[src/hdl/splc_pkg.sv]
`timescale 1ns / 1ps
// ----------------------------------------------------------------------------
// splc_pkg
// Shared constants, codes and types of the sample player channel.
// ----------------------------------------------------------------------------
package splc_pkg;

  localparam int SAMPLE_DEPTH_DEF  = 65536;
  localparam int FRACTION_BITS_DEF = 16;
  localparam int QUEUE_DEPTH       = 4;

  localparam int FUNC_W     = 3;
  localparam int ADDR_W     = 16;
  localparam int SAMPLE_W   = 16;
  localparam int COUNT_W    = 17;
  localparam int RATE_W     = 20;
  localparam int POS_W      = 32;
  localparam int CFG_IDX_W  = 2;
  localparam int CFG_DATA_W = 20;

  localparam logic [FUNC_W-1:0] FUNC_TICK    = 3'd0;
  localparam logic [FUNC_W-1:0] FUNC_TRIGGER = 3'd1;
  localparam logic [FUNC_W-1:0] FUNC_STOP    = 3'd2;
  localparam logic [FUNC_W-1:0] FUNC_REWIND  = 3'd3;
  localparam logic [FUNC_W-1:0] FUNC_LOAD    = 3'd4;

  localparam logic [CFG_IDX_W-1:0] CFG_SAMPLE_COUNT = 2'd0;
  localparam logic [CFG_IDX_W-1:0] CFG_LOOP_ENABLE  = 2'd1;
  localparam logic [CFG_IDX_W-1:0] CFG_RATE_STEP    = 2'd2;

  localparam logic [RATE_W-1:0] RATE_RESET = 20'd65536;

  typedef struct packed {
    logic tick;
    logic load;
    logic left_ok;
    logic right_ok;
    logic playing;
  } splc_ctl_t;

endpackage

[src/hdl/splc_queue.sv]
`timescale 1ns / 1ps
// ----------------------------------------------------------------------------
// splc_queue
// Small command queue between the front and back ends.
// ----------------------------------------------------------------------------
module splc_queue import splc_pkg::*; #(
  parameter int WIDTH = 8,
  parameter int DEPTH = QUEUE_DEPTH,
  localparam int AW = (DEPTH > 1) ? $clog2(DEPTH) : 1,
  localparam int CW = $clog2(DEPTH + 1)
) (
  input  logic             clk,
  input  logic             rst_n,
  input  logic             push_valid,
  output logic             push_ready,
  input  logic [WIDTH-1:0] push_data,
  output logic             pop_valid,
  input  logic             pop_ready,
  output logic [WIDTH-1:0] pop_data
);

  logic [WIDTH-1:0] slot_r [DEPTH];
  logic [AW-1:0]    wr_ptr_r, rd_ptr_r;
  logic [CW-1:0]    count_r;
  logic             push, pop;

  assign push_ready = count_r != CW'(DEPTH);
  assign pop_valid  = count_r != '0;
  assign pop_data   = slot_r[rd_ptr_r];
  assign push       = push_valid && push_ready;
  assign pop        = pop_valid && pop_ready;

  always_ff @(posedge clk) begin
    if (push) begin
      slot_r[wr_ptr_r] <= push_data;
    end
  end

  always_ff @(posedge clk) begin
    if (!rst_n) begin
      wr_ptr_r <= '0;
      rd_ptr_r <= '0;
      count_r  <= '0;
    end else begin
      if (push) begin
        wr_ptr_r <= (wr_ptr_r == AW'(DEPTH - 1)) ? '0 : wr_ptr_r + AW'(1);
      end
      if (pop) begin
        rd_ptr_r <= (rd_ptr_r == AW'(DEPTH - 1)) ? '0 : rd_ptr_r + AW'(1);
      end
      if (push && !pop) begin
        count_r <= count_r + CW'(1);
      end else if (pop && !push) begin
        count_r <= count_r - CW'(1);
      end
    end
  end

endmodule

[config.mk]
export PLATFORM = sky130hd
export DESIGN_NAME = splc_queue
export DESIGN_NICKNAME = d
export VERILOG_FILES = /design/src/hdl/splc_pkg.sv /design/src/hdl/splc_queue.sv
export SDC_FILE = /design/constraint.sdc
export NUM_CORES = 1
export LEC_CHECK = 0
export BUFFER_PORTS_ARGS = -buffer_cell sky130_fd_sc_hd__buf_2
export CAP_MARGIN = 0
export CELL_PAD_IN_SITES_DETAIL_PLACEMENT = 1
export CELL_PAD_IN_SITES_GLOBAL_PLACEMENT = 1
export CORE_MARGIN = 4
export CORE_UTILIZATION = 47
export CTS_CLUSTER_SIZE = 40
export DETAILED_ROUTE_END_ITERATION = 8
export PLACE_DENSITY_LB_ADDON = 0.1
export SYNTH_ARGS = -nofsm -noshare
export SYNTH_HDL_FRONTEND = slang
export SYNTH_SLANG_ARGS = --single-unit
[constraint.sdc]
create_clock -name clk -period 3 [get_ports clk]
set_input_delay 0.15 -clock clk [delete_from_list [all_inputs] [get_ports clk]]
set_output_delay 0.15 -clock clk [all_outputs]
set_load 0.01 [all_outputs]
==> impl_metrics.tcl <==
set metrics [dict create \
    synth_edf_count 32 \
    yosysTopAreaCellShare_pct 58.8 \
    synth_area_um2 1640 \
    fin_crit_sh_pct 82.2 \
    cts_buffers 5 \
    worstMarginPinSlew_ps 575 \
    timing.rr.start "count_r[0]" \
    fin_area_um2 1880 \
    yosysWarnings 0 \
    cts_resized 0 \
    clockBufferDepth 2 \
    first_global_vias 938 \
    cp.arrival_ps 2740 \
    dr.pass1.iters 4 \
    grt_pass1_wl_um 4470 \
    die_area_um2 4490 \
    synth_area_leaders "edfxtp_1 (59%), dfxtp_1 (11%), mux4_2 (11%)" \
    hold_viol_final 0 \
    path_class "reg -> reg" \
    r2r_end "count_r[2]" \
    relSlewSlack_pct 61.3 \
    nNetsFinal 141 \
    ys.flop_type "edfxtp_1" \
    maxCapViolCount 0 \
    peakVddDrop_v 0.000477 \
    syn-instance-count 93 \
    status "completed" \
    io_buffers 21 \
    power.leakage_uw 0.000686 \
    fin_setup_tns_ps 0 \
    synth-seq-area-share_pct 69.8 \
    nFillCells 344 \
    grt_overflow 0 \
    final_cell_mix "edfxtp_1 (32), buf_2 (21), dfxtp_1 (9), mux4_2 (8), ha_1 (6)" \
    startpoint_type "flip-flop" \
    grt_setup_unrepaired "false" \
    antenna_found_initial 0 \
    cts-root-buf "clkbuf_4" \
    ys_async_sr_fraction_pct 0 \
    vias 849 \
    hold_start "push_data[5]" \
    dpl_cell_area_um2 1780 \
    area_growth_pct 15.0 \
    ios 22 \
    antenna_cells 0 \
    yosysTopAreaCell "edfxtp_1" \
    globalplace.congestion 0.719 \
    clock.fmax_mhz 405 \
    post_cts_buffers 0 \
    cts.clk_slew.worst_paths_ps 120 \
    endpoint_kind "flip-flop" \
    path_max_fanout 5 \
    syn_nets 112 \
    r2r_setup_slack_ps 530 \
    holdWs_ps 16.0 \
    post-route-drc-count 0 \
    finalSetupViolations 0 \
    required_ps 3270 \
    rows 21 \
    drt_iter0_markers 21 \
    drive_above_1_share_pct 34.1 \
    hold_path_depth 1 \
    die_w_um 67.0 \
    drv_slew 0 \
    htreeDepth 2 \
    ctsHoldBuffers 0 \
    power.density_nw_per_um2 765 \
    drt-wirelength-per-cell_um 15.6 \
    worstSkewPairLatency_ps 340 \
    final_util_pct 56.4 \
    ant_nets 0 \
    fin_crit_ps 2470 \
    die_h_um 67.0 \
    via_per_inst 5.02 \
    min_to "slot_r[2][5]" \
    cts.sink_count 41 \
    ys_seq_elements 41 \
    avgSynthCellArea_um2 17.6 \
    core_um2 3340 \
    detail_route.wirelength_um 2640 \
    grt_max_degree 13 \
    skew_ps 13.7 \
    hp-class "in -> reg" \
    final_common_cell "edfxtp_1" \
    tritoncts "done" \
    floorplan.initialDensity_pct 49.0 \
    r2r_cells 7 \
    grt_use_total_pct 14.5 \
    ys_types 26 \
    place_hpwl_um 1850 \
    power.total_uw 1440 \
]
## worst max path at each step
stage	depth (start not counted)	startpoint	end	slack, ps
after floorplan	7	count_r[0]	count_r[2]	820
after global placement	7	count_r[0]	count_r[2]	720
after detailed placement	7	count_r[0]	count_r[2]	500
after CTS	7	count_r[0]	count_r[2]	500
after global routing	7	count_r[0]	count_r[2]	330
final	7	count_r[0]	count_r[2]	530
## layer usage
metal  GRT usage, %  up-vias  routed length [µm]
li1               -      412                   -
met1           14.8      414                1070
met5              0        -                   0
met2           26.0       17                1370
met3           5.56        6                 148
met4           6.08        0                  49
## flip-flops by register name, summed over array words and instances (netlist names), named ones only
signal / flops
wr_ptr_r: 2
slot_r: 32
rd_ptr_r: 2
count_r: 3
## cell usage after synthesis (2+ instances only)
| library cell | instances |
|---|---|
| nor2_1 | 2 |
| ha_1 | 6 |
| mux2i_1 | 2 |
| o21ai_0 | 4 |
| or3_2 | 2 |
| inv_1 | 3 |
| edfxtp_1 | 32 |
| dfxtp_1 | 9 |
| nand2_1 | 5 |
| and3_2 | 4 |
| mux4_2 | 8 |
| nand3_1 | 2 |
## critical path, cell delays in order, from the launching register on
cell	delay, ps
dfxtp_1	380
o31ai_1	540
ha_1	300
inv_1	60
fa_1	390
xor2_1	160
or3_2	400
a21boi_0	170
## cell families after synthesis
group | after synthesis | share of synthesized area (%)
AOI/OAI and AO/OA | 6 | 2.14
xor gates and xnor gates | 2 | 1.07
adders and majority gates | 7 | 5.81
buffers and inverters | 7 | 1.76
DFF | 41 | 69.8
muxes | 10 | 12.2
and+or+nand+nor | 20 | 7.19
## layout make-up
class                   count  area (µm²)  share of cell area, %
inverters                   3        11.3                  0.599
multi-input cells          45         465                   24.8
clock buffers               5        37.5                   2.00
clock inverters             3        12.5                  0.665
flip-flops and latches     41        1140                   60.7
well taps                  46        57.6                   3.06
repair buffers             26         155                   8.25
## stage by stage
step                      cells  setup WS [ps]
final                       169            533
after CTS                   164            498
after floorplan              93            815
after global routing        169            328
after detailed placement    156            504
after global placement      156            724
## report_power, final
group	internal [µW]	switching (µW)
Clock	84.9	168
Combinational	219	194
Sequential	699	75.1
Power figures use the tool's default switching activity.
